### config.mk
export PLATFORM = sky130hd
export DESIGN_NAME = mesh_neighbor_table
export DESIGN_NICKNAME = d
export VERILOG_FILES = /design/src/rtl/mnt_pkg.sv /design/src/rtl/mnt_ram.sv /design/src/rtl/mnt_ctrl.sv /design/src/rtl/mnt_dp.sv /design/src/rtl/mesh_neighbor_table.sv
export SDC_FILE = /design/constraint.sdc
export NUM_CORES = 2
export LEC_CHECK = 0
export BUFFER_PORTS_ARGS = -buffer_cell sky130_fd_sc_hd__buf_2
export CELL_PAD_IN_SITES_DETAIL_PLACEMENT = 0
export CELL_PAD_IN_SITES_GLOBAL_PLACEMENT = 2
export CORE_MARGIN = 2
export CORE_UTILIZATION = 50
export DETAILED_ROUTE_END_ITERATION = 7
export GPL_ROUTABILITY_DRIVEN = 0
export PLACE_DENSITY = 0.77
export REMOVE_ABC_BUFFERS = 1
export SLEW_MARGIN = 20
export SYNTH_ARGS = -nofsm -noshare
export SYNTH_HDL_FRONTEND = slang
export SYNTH_SLANG_ARGS = --single-unit
### constraint.sdc
create_clock -name i_clk -period 13.25 [get_ports i_clk]
set_clock_uncertainty 0.15 [all_clocks]
set_input_delay 1.325 -clock i_clk [delete_from_list [all_inputs] [get_ports i_clk]]
set_output_delay 1.325 -clock i_clk [all_outputs]
set_load 0.02 [all_outputs]
### src/rtl/mnt_pkg.sv
// ----------------------------------------------------------------------------
// mnt_pkg
// Types, constants and helpers shared by the neighbor table modules.
// ----------------------------------------------------------------------------
package mnt_pkg;

    localparam int unsigned ENTRIES_DEFAULT = 32;
    localparam int unsigned TIME_W          = 17;
    localparam int unsigned DAY_SECONDS     = 86400;
    localparam logic [TIME_W-1:0] MISSING_RESET = TIME_W'(30 * 60);
    localparam logic [TIME_W-1:0] LOST_RESET    = TIME_W'(60 * 60);
    localparam logic [31:0] SEQ_REBOOT  = 32'hFFFF_FFFF;
    localparam logic [15:0] ADDR_ANY    = 16'hFFFF;
    localparam logic [8:0]  RSSI_OFFSET = 9'd161;

    localparam logic [1:0] ACT_BEACON = 2'd0;
    localparam logic [1:0] ACT_DATA   = 2'd1;
    localparam logic [1:0] ACT_TICK   = 2'd2;

    localparam logic [1:0] ST_UNUSED = 2'd0;
    localparam logic [1:0] ST_VALID  = 2'd1;
    localparam logic [1:0] ST_LOST   = 2'd2;

    localparam logic [0:0] REG_MISSING = 1'd0;
    localparam logic [0:0] REG_LOST    = 1'd1;

    typedef struct packed {
        logic [1:0]  action;
        logic [31:0] callsign;
        logic [15:0] node_addr;
        logic [31:0] seq_num;
        logic [7:0]  rssi_raw;
        logic [7:0]  frame_flags;
    } t_in_word;

    typedef struct packed {
        logic       accept;
        logic       found;
        logic       added;
        logic       dropped_full;
        logic [4:0] entry_index;
    } t_out_word;

    // one table row in memory (status lives in flip-flops)
    typedef struct packed {
        logic [31:0]       callsign;
        logic [15:0]       addr;
        logic [31:0]       next_seq;
        logic [8:0]        rssi_dbm;
        logic [TIME_W-1:0] stamp;
        logic [7:0]        flags;
    } t_row;

    localparam int unsigned ROW_W = $bits(t_row);

    function automatic logic [31:0] seq_after(input logic [31:0] seq);
        return (seq == SEQ_REBOOT) ? 32'd0 : seq + 32'd1;
    endfunction

    function automatic logic [8:0] rssi_to_dbm(input logic [7:0] raw);
        return {2'b00, raw[7:1]} - RSSI_OFFSET;
    endfunction

    // (now - stamp) mod day, both below a day
    function automatic logic [TIME_W-1:0] elapsed(input logic [TIME_W-1:0] now,
                                                  input logic [TIME_W-1:0] stamp);
        logic [TIME_W:0] d;
        d = {1'b0, now} - {1'b0, stamp};
        if (d[TIME_W]) d = d + (TIME_W+1)'(DAY_SECONDS);
        return d[TIME_W-1:0];
    endfunction

    typedef struct packed {
        logic start;     // latch input word, clear scan index
        logic step;      // advance scan index
        logic rd;        // row read at scan index (not used by the datapath)
        logic chk;       // evaluate row returned by memory
        logic finish;    // perform update, load result
    } t_cmd;

    typedef struct packed {
        logic is_tick;
        logic scan_end;   // scan index reached fill count, or action unknown
        logic hit;        // match seen on current row
    } t_sts;

endpackage

### src/rtl/mnt_ram.sv
// ----------------------------------------------------------------------------
// mnt_ram
// Single-port-write, single-read RAM with registered read data.
// ----------------------------------------------------------------------------
module mnt_ram #(
    parameter int unsigned WIDTH = 8,
    parameter int unsigned DEPTH = 32
) (
    input  logic                     i_clk,
    input  logic                     i_we,
    input  logic [$clog2(DEPTH)-1:0] i_waddr,
    input  logic [WIDTH-1:0]         i_wdata,
    input  logic [$clog2(DEPTH)-1:0] i_raddr,
    output logic [WIDTH-1:0]         o_rdata
);
    logic [WIDTH-1:0] r_mem [DEPTH];

    always_ff @(posedge i_clk) begin
        if (i_we) begin
            r_mem[i_waddr] <= i_wdata;
        end
        o_rdata <= r_mem[i_raddr];
    end
endmodule

### src/rtl/mnt_ctrl.sv
// ----------------------------------------------------------------------------
// mnt_ctrl
// Sequencer: accept word, scan rows, update, hold result.
// ----------------------------------------------------------------------------
module mnt_ctrl import mnt_pkg::*; (
    input  logic  i_clk,
    input  logic  i_rst_n,
    input  logic  i_in_valid,
    output logic  o_in_stall,
    output logic  o_out_valid,
    input  logic  i_out_stall,
    input  t_sts  i_sts,
    output t_cmd  o_cmd
);
    localparam logic [2:0] S_IDLE = 3'd0;
    localparam logic [2:0] S_RD   = 3'd1;
    localparam logic [2:0] S_WAIT = 3'd2;
    localparam logic [2:0] S_CHK  = 3'd3;
    localparam logic [2:0] S_FIN  = 3'd4;
    localparam logic [2:0] S_OUT  = 3'd5;

    logic [2:0] r_state, n_state;

    always_comb begin
        n_state = r_state;
        o_cmd   = '0;
        case (r_state)
            S_IDLE: begin
                if (i_in_valid) begin
                    o_cmd.start = 1'b1;
                    n_state     = S_RD;
                end
            end
            S_RD: begin
                if (i_sts.scan_end) begin
                    n_state = S_FIN;
                end else begin
                    o_cmd.rd = 1'b1;
                    n_state  = S_WAIT;
                end
            end
            S_WAIT: n_state = S_CHK;
            S_CHK: begin
                o_cmd.chk = 1'b1;
                if (i_sts.hit && !i_sts.is_tick) begin
                    n_state = S_FIN;
                end else begin
                    o_cmd.step = 1'b1;
                    n_state    = S_RD;
                end
            end
            S_FIN: begin
                o_cmd.finish = 1'b1;
                n_state      = S_OUT;
            end
            S_OUT: begin
                if (!i_out_stall) n_state = S_IDLE;
            end
            default: n_state = S_IDLE;
        endcase
    end

    assign o_in_stall  = (r_state != S_IDLE);
    assign o_out_valid = (r_state == S_OUT);

    always_ff @(posedge i_clk) begin
        if (!i_rst_n) begin
            r_state <= S_IDLE;
        end else begin
            r_state <= n_state;
        end
    end
endmodule

### src/rtl/mnt_dp.sv
// ----------------------------------------------------------------------------
// mnt_dp
// Datapath: status flags, row memory, clock, limits, match and aging.
// ----------------------------------------------------------------------------
module mnt_dp import mnt_pkg::*; #(
    parameter int unsigned ENTRIES = ENTRIES_DEFAULT
) (
    input  logic              i_clk,
    input  logic              i_rst_n,
    input  t_in_word          i_in,
    input  t_cmd              i_cmd,
    output t_sts              o_sts,
    input  logic              i_cfg_we,
    input  logic              i_cfg_idx,
    input  logic [TIME_W-1:0] i_cfg_data,
    output logic [TIME_W-1:0] o_missing,
    output logic [TIME_W-1:0] o_lost,
    output t_out_word         o_out
);
    localparam int unsigned IW = $clog2(ENTRIES);
    localparam int unsigned CW = $clog2(ENTRIES + 1);

    logic [1:0]        r_status [ENTRIES];
    logic [CW-1:0]     r_fill;
    logic [TIME_W-1:0] r_now;
    logic [TIME_W-1:0] r_missing, r_lost;
    t_in_word          r_in;
    logic [CW-1:0]     r_idx;
    logic              r_hit;
    logic [IW-1:0]     r_hit_idx;
    t_row              r_hit_row;
    t_out_word         r_out, n_out;

    t_row          w_rd_row, w_wr_row;
    logic          w_we;
    logic [IW-1:0] w_waddr;
    logic [IW-1:0] w_cur;
    logic [1:0]    w_st;
    logic          w_match;
    logic [TIME_W-1:0] w_el;
    logic          w_full;

    assign w_cur = r_idx[IW-1:0];
    assign w_st  = r_status[w_cur];
    assign w_full = (r_fill == CW'(ENTRIES));

    assign w_match = (w_st == ST_VALID || w_st == ST_LOST)
                   && (w_rd_row.callsign == r_in.callsign)
                   && (r_in.node_addr == ADDR_ANY || w_rd_row.addr == r_in.node_addr);
    assign w_el = elapsed(r_now, w_rd_row.stamp);

    assign o_sts.is_tick  = (r_in.action == ACT_TICK);
    assign o_sts.scan_end = (r_idx >= r_fill) || !(r_in.action == ACT_BEACON
                           || r_in.action == ACT_DATA || r_in.action == ACT_TICK);
    assign o_sts.hit      = w_match;

    // write-back on finish
    always_comb begin
        w_we     = 1'b0;
        w_waddr  = r_hit_idx;
        w_wr_row = r_hit_row;
        if (i_cmd.finish && (r_in.action == ACT_BEACON || r_in.action == ACT_DATA)) begin
            if (r_hit) begin
                if (r_in.action == ACT_BEACON) begin
                    w_we              = 1'b1;
                    w_wr_row.stamp    = r_now;
                    w_wr_row.rssi_dbm = rssi_to_dbm(r_in.rssi_raw);
                    w_wr_row.next_seq = seq_after(r_in.seq_num);
                end else if (r_in.seq_num == SEQ_REBOOT
                             || r_in.seq_num >= r_hit_row.next_seq) begin
                    w_we              = 1'b1;
                    w_wr_row.next_seq = seq_after(r_in.seq_num);
                end
            end else if (!w_full) begin
                w_we     = 1'b1;
                w_waddr  = r_fill[IW-1:0];
                w_wr_row = '{callsign: r_in.callsign, addr: r_in.node_addr,
                             next_seq: seq_after(r_in.seq_num),
                             rssi_dbm: rssi_to_dbm(r_in.rssi_raw),
                             stamp: r_now, flags: r_in.frame_flags};
            end
        end
    end

    // result word loaded on finish
    always_comb begin
        n_out = '{accept: 1'b1, found: 1'b0, added: 1'b0,
                  dropped_full: 1'b0, entry_index: 5'd0};
        if (r_in.action == ACT_BEACON || r_in.action == ACT_DATA) begin
            if (r_hit) begin
                n_out.found       = 1'b1;
                n_out.entry_index = 5'(r_hit_idx);
                if (r_in.action == ACT_DATA && r_in.seq_num != SEQ_REBOOT
                    && r_in.seq_num < r_hit_row.next_seq) n_out.accept = 1'b0;
            end else if (w_full) begin
                n_out.dropped_full = 1'b1;
            end else begin
                n_out.added       = 1'b1;
                n_out.entry_index = 5'(r_fill);
            end
        end
    end

    mnt_ram #(.WIDTH(ROW_W), .DEPTH(ENTRIES)) u_rows (
        .i_clk   (i_clk),
        .i_we    (w_we),
        .i_waddr (w_waddr),
        .i_wdata (w_wr_row),
        .i_raddr (w_cur),
        .o_rdata (w_rd_row)
    );

    always_ff @(posedge i_clk) begin
        if (!i_rst_n) begin
            r_fill    <= '0;
            r_now     <= '0;
            r_missing <= MISSING_RESET;
            r_lost    <= LOST_RESET;
            for (int i = 0; i < ENTRIES; i++) r_status[i] <= ST_UNUSED;
        end else begin
            if (i_cfg_we) begin
                if (i_cfg_idx == REG_MISSING) r_missing <= i_cfg_data;
                else                          r_lost    <= i_cfg_data;
            end
            if (i_cmd.start && i_in.action == ACT_TICK) begin
                r_now <= (r_now == TIME_W'(DAY_SECONDS - 1)) ? '0 : r_now + 1'b1;
            end
            if (i_cmd.chk && r_in.action == ACT_TICK) begin
                if (w_st == ST_VALID && w_el > r_missing) r_status[w_cur] <= ST_LOST;
                else if (w_st == ST_LOST && w_el > r_lost) r_status[w_cur] <= ST_UNUSED;
            end
            // sender check leaves status alone; beacon and append mark valid
            if (i_cmd.finish && w_we && (r_in.action == ACT_BEACON || !r_hit)) begin
                r_status[w_waddr] <= ST_VALID;
            end
            if (i_cmd.finish && w_we && !r_hit) r_fill <= r_fill + 1'b1;
        end
    end

    always_ff @(posedge i_clk) begin
        if (i_cmd.start) begin
            r_in  <= i_in;
            r_idx <= '0;
            r_hit <= 1'b0;
        end
        if (i_cmd.step) r_idx <= r_idx + 1'b1;
        if (i_cmd.chk && w_match && r_in.action != ACT_TICK) begin
            r_hit     <= 1'b1;
            r_hit_idx <= w_cur;
            r_hit_row <= w_rd_row;
        end
        if (i_cmd.finish) r_out <= n_out;
    end

    assign o_missing = r_missing;
    assign o_lost    = r_lost;
    assign o_out     = r_out;
endmodule

### src/rtl/mesh_neighbor_table.sv
// ----------------------------------------------------------------------------
// mesh_neighbor_table
// Neighbor table with sequence-number duplicate filter and daily aging.
// ----------------------------------------------------------------------------
// channel | direction | handshake          | word
// in      | input     | i_in_valid/o_in_stall  | t_in_word
// out     | output    | o_out_valid/i_out_stall | t_out_word
// cfg     | input     | APB psel/penable   | limits, 17 bit
//
// Scan: a result is valid once the rows up to the fill count are scanned and
// the update is done; beacon and data stop at the first hit.
// The next word can be taken in the cycle after the result leaves.
// The scan is set by the single read port of the row memory (registered read).
// Reset: synchronous, active low; clears status flags, fill count and clock,
// loads default limits.
// A new word is taken only once the previous result has left the output.
// ----------------------------------------------------------------------------
module mesh_neighbor_table import mnt_pkg::*; #(
    parameter int unsigned ENTRIES = ENTRIES_DEFAULT
) (
    input  logic        i_clk,
    input  logic        i_rst_n,
    input  logic        i_in_valid,
    output logic        o_in_stall,
    input  t_in_word    i_in_word,
    output logic        o_out_valid,
    input  logic        i_out_stall,
    output t_out_word   o_out_word,
    input  logic        psel,
    input  logic        penable,
    input  logic        pwrite,
    input  logic [2:0]  paddr,
    input  logic [31:0] pwdata,
    output logic [31:0] prdata,
    output logic        pready
);
    t_cmd w_cmd;
    t_sts w_sts;
    logic [TIME_W-1:0] w_missing, w_lost;
    logic w_cfg_we;

    assign pready   = 1'b1;
    // registers at 0 and 4; bit 2 selects
    assign w_cfg_we = psel && penable && pwrite && (paddr[1:0] == 2'd0) && !paddr[2]
                    || psel && penable && pwrite && (paddr == 3'd4);
    assign prdata   = (paddr == 3'd0) ? {15'd0, w_missing}
                    : (paddr == 3'd4) ? {15'd0, w_lost} : 32'd0;

    mnt_ctrl u_ctrl (
        .i_clk       (i_clk),
        .i_rst_n     (i_rst_n),
        .i_in_valid  (i_in_valid),
        .o_in_stall  (o_in_stall),
        .o_out_valid (o_out_valid),
        .i_out_stall (i_out_stall),
        .i_sts       (w_sts),
        .o_cmd       (w_cmd)
    );

    mnt_dp #(.ENTRIES(ENTRIES)) u_dp (
        .i_clk      (i_clk),
        .i_rst_n    (i_rst_n),
        .i_in       (i_in_word),
        .i_cmd      (w_cmd),
        .o_sts      (w_sts),
        .i_cfg_we   (w_cfg_we),
        .i_cfg_idx  (paddr[2]),
        .i_cfg_data (pwdata[TIME_W-1:0]),
        .o_missing  (w_missing),
        .o_lost     (w_lost),
        .o_out      (o_out_word)
    );
endmodule

# Word level (Yosys, flattened, before mapping)
# Memories as Yosys holds them, arrays and structs flattened. A register that Yosys moved wholly into a read port is not among the register bits.
# Cells that the tools add are included.
# word_totals
register_bits	293
ram_bits	3712
in_bits	140
out_inout_bits	44
word_cells	170
memories	2
# memory_table
memory	words	width	read_ports	rd_ports_with_merged_regs	write_ports	line	source
u_dp.u_rows.r_mem	32	114	1	1	1	mnt_ram.sv:16	logic [WIDTH-1:0] r_mem [DEPTH];
u_dp.r_status	32	2	1	1	32	mnt_dp.sv:23	logic [1:0] r_status [ENTRIES];
# op_classes
addsub	7
n_lt_le_gt_ge	5
n_eq_ne	21
mux	62
bitwise	3
n_reduce_logical	45
# op_table
op	count
$mux 114	2
$mux 32	3
$mux 17	4
$mux 58	1
$mux 48	1
$mux 5	8
$gt 17x17->1	2
$add 32x1->32 const B	1
$eq 32x32->1	1
$eq 32x32->1 const B	1
$ge 32x32->1	1
$lt 32x32->1	1
$ne 32x32->1 const B	1
$mux 1	31
$mux 26	1
$logic_and 1x1->1	20
$pmux 3 s6	1
$sub 17x17->18	1
$add 17x1->17 const B	1
$add 17x17->17 const B	1
$eq 17x17->1 const B	1
$eq 16x16->1	1
$eq 16x16->1 const B	1
$add 6x1->6 const B	2
other kinds (23)	55

# Depth between registers and ports, before layout
# depth
depth_word	14
depth_mapped	22
depth_no_buf	22

# By module
# A second synthesis with hierarchy kept.
# unflattened
hier_cells	8433
area_unflattened_um2	159740.7
# by_module_without_submodules
module	n_inst	cells_each	area_each_um2	seq_area_each_um2
mnt_ram	1	6637	140664.9	111827.3
mnt_dp	1	1707	18436.4	10119.7
mesh_neighbor_table	1	59	425.4	0.0
mnt_ctrl	1	30	214.0	60.1

# Worst setup path after synthesis
# No wires, ideal clock.
# synth_path
path_type	register to register
from	register with a tool-made name
to	register u_dp.r_hit_idx[0], enable pin
setup_time_ns	0.692
t_arrival_ns	10.387
required_time_ns	12.408
setup_slack_ns	2.020
path_stages_with_launch	13
n_path_buf	2
synth_period_minus_slack_ns	11.230
path_cell_list	dfxtp_1 clkbuf_1 buf_1 mux4_2 mux4_2 mux2i_1 inv_1 ha_1 nor3_1 nand4_1 nor3_1 o21ai_1 nor3_1
# synth_lines
item	line	source
end signal, assigned	mnt_dp.sv:149	r_hit_idx <= w_cur;
end, declared	mnt_dp.sv:30	logic [IW-1:0] r_hit_idx;

==> run metrics <==
Ys Warns 0; core outline area about 270000 µm²; Final WS setup ~6.8 ns; RSZ-0062 raised after global routing false; CTS tree built; postcts setup bufs 0; Slew HR 20.5%; crit-path max cell delay ~0.75 ns; run status completed; CP Cell Sequence inv_1 -> ha_1 -> o211ai_1 -> a21oi_1 -> o211ai_1 -> a211oi_1 -> nor3_1 -> nor3_2 -> nand2b_1 -> xnor2_1 -> ha_1 -> a21o_1 -> a21oi_1 -> o221ai_1 -> a221o_1 -> o2111a_1 -> o31a_1 -> or2_2 -> o21ai_1 -> o21ai_0; initial drt markers ~8300; CP max FO 9; drt total wl around 340 mm; pin count of the biggest net entering global routing 112; routed vias/inst around 6.3; DIE AREA 278000 µm²; worst slew pin tran about 1.2 ns; DRC violations left 0; hpwl dp 152 mm; total track usage between 20% and 30%; worst skew pair latency roughly 0.9 ns; Post-synth top cells 3367 x edfxtp_1, 990 x mux4_2, 269 x nand2_1; Cell Pwr Density between 150 and 200 nW/µm²; most common cell in the netlist edfxtp_1; drt wl/cell roughly 33 µm; critical path required time 13.64 ns; leading area contributor after synthesis edfxtp_1; routed via count between 60000 and 70000; f_max 154 MHz; CTS root buf clkbuf_16; final instance area 155000 µm²; Synth Register Bits 3530; share of flip-flops with an asynchronous set or reset 0%; gr ovfl total 0; DR top layer met4; # rows roughly 190; max-slew violations 0; leakage approximately 50 nW; chip width between 500 and 600 µm; Layout Nets ~6800; htree depth 5; initial antenna violation count 17; CP Class reg -> reg; nature of the critical path endpoint flop; Period Utilization, post-route 48.9%; ys flop type edfxtp_1; WL met3 roughly 27 mm; first-pass iteration count of the detailed router 5; Placement Setup Slack 6.76 ns; non-filler instance count after layout approximately 10000; Initial Util 50.2%; WL met2 between 150 and 200 mm; Area Overhead vs Synth 12.8%; Synth Cell Area around 140000 µm²; Critical Path AT 6.87 ns; TritonCTS buffer count around 360; ANT nets after route 0; Crit-path slowest cell o21ai_1; Worst IR Drop VDD 0.121 mV; Hold Crit Class reg -> reg; Final Power roughly 25 mW; distinct cell type count after synthesis 80; Clock Tree Buf Depth 4; Seq/Total Area, Yosys between 70% and 80%; first-pass GRT wire length 483 mm; top post-synthesis cells by area edfxtp_1 74%, mux4_2 16%, dfxtp_1 2.4%; DP Area about 140000 µm²; IO Count between 150 and 200; Placed Cells about 9800; Chip Height between 500 and 600 µm; clock period minus worst slack 6.48 ns; fraction of layout cells with a size suffix above 1 28.7%; post_cts resized 0; clk sinks 3530; CTS hold repair buffers 0; # Max-Cap Violations 0; Final setup violation count 0; crit start category flop; Final Hold Violating Endpoints 0; vias in the first global route about 66000; wl on met1 ~140 mm; Syn Area/Cell 22.0 µm²; post-synth top area share 73.8%; Worst-path clk slew around 0.060 ns; IO buf count 136; Post-synth EDFFs approximately 3400; Gate Count Post-Synth 6242
-- logic make-up (layout without fill, tap and decap cells) --
family / Yosys count / count (layout) / share of synthesized area (%)
flops: 3530 / 3530 / 76.1
mux: 1124 / 1124 / 17.3
simple gates: 651 / 651 / 2.21
buf+inv: 417 / 1012 / 1.21
compound gates: 305 / 305 / 1.46
xor+xnor: 115 / 115 / 0.735
fa+ha+maj: 98 / 98 / 0.900
other cells: 2 / 18 / 0.00548
-- area by class of cell --
cell class	instances	area [µm²]
antenna	2	5.00
clock buffer	487	9980
clock inverter	171	1750
fill	19700	118000
inverter	110	418
multi-input combinational	2309	31700
sequential	3530	104000
tap	3589	4490
timing repair buffer	244	1970
-- critical path: cells and delay by family (launching register included) --
kind	cells	cell delay [ns]
AOI/OAI and AO/OA	12	3.59
and+or+nand+nor	4	1.15
adders and majority gates	2	0.69
DFF	1	0.34
xor gates and xnor gates	1	0.17
buffers and inverters	1	0.07
-- metrics by stage --
| step | setup TNS (ns) | util, % | hold slack (ns) |
|---|---|---|---|
| final | 0 | 56.6 | 0.253 |
| after global routing | 0 | 56.6 | 0.258 |
| after CTS | 0 | 56.6 | 0.251 |
| after detailed placement | 0 | 52.3 | 0.240 |
| after global placement | 0 | 52.3 | 0.243 |
| after floorplan | -3849.67 | - | 0.236 |
-- registers in the layout, summed over array words and instances, names as in the netlist, 17 cells and up, named ones only --
register	cells
u_dp.u_rows.r_mem	3104
u_dp.r_hit_row	97
u_dp.u_rows.o_rdata	97
u_dp.r_in	82
u_dp.r_status	64
u_dp.o_lost	17
u_dp.o_missing	17
u_dp.r_now	17
-- placed cells by master, fill, tap and decap left out, types with 34 or more instances in the layout --
cell type	n
inv_1	109
clkinv_2	51
nor2_1	135
nand3_1	58
a21o_1	38
clkinv_1	51
buf_2	136
buf_4	67
edfxtp_1	3367
xnor2_1	54
nand4_1	34
mux4_2	990
ha_1	97
clkbuf_16	367
a21oi_1	70
nand2_1	268
buf_12	37
o21ai_0	57
mux2_2	115
clkbuf_1	85
clkbuf_8	35
dfxtp_1	162
xor2_1	61
-- path summary, 6_finish.rpt --
kind | end | startpoint | slack (ns) | cells past startpoint
hold reg to reg | u_dp.r_hit_row[64] | u_dp.u_rows.o_rdata[64] | 0.25 | 0
hold / removal | u_dp.r_hit_row[64] | u_dp.u_rows.o_rdata[64] | 0.25 | 0
setup reg to reg | u_dp.r_status[28][0] | u_dp.u_rows.o_rdata[12] | 6.77 | 20
setup / recovery | u_dp.r_status[28][0] | u_dp.u_rows.o_rdata[12] | 6.77 | 20
-- report_power, final --
part | leakage, nW | internal, mW | total [mW] | switching, mW
clock network | 5.70 | 5.85 | 10.1 | 4.20
logic | 11.2 | 0.985 | 2.11 | 1.12
registers | 31.8 | 12.4 | 12.5 | 0.126
-- layer usage --
layer / vias to the layer above / global-route usage (%)
met5: - / 0
met4: 0 / 5.24
met3: 476 / 3.62
met2: 2923 / 39.0
met1: 35400 / 36.1
li1: 26700 / -
No activity file was read; power rests on OpenSTA's default activity.
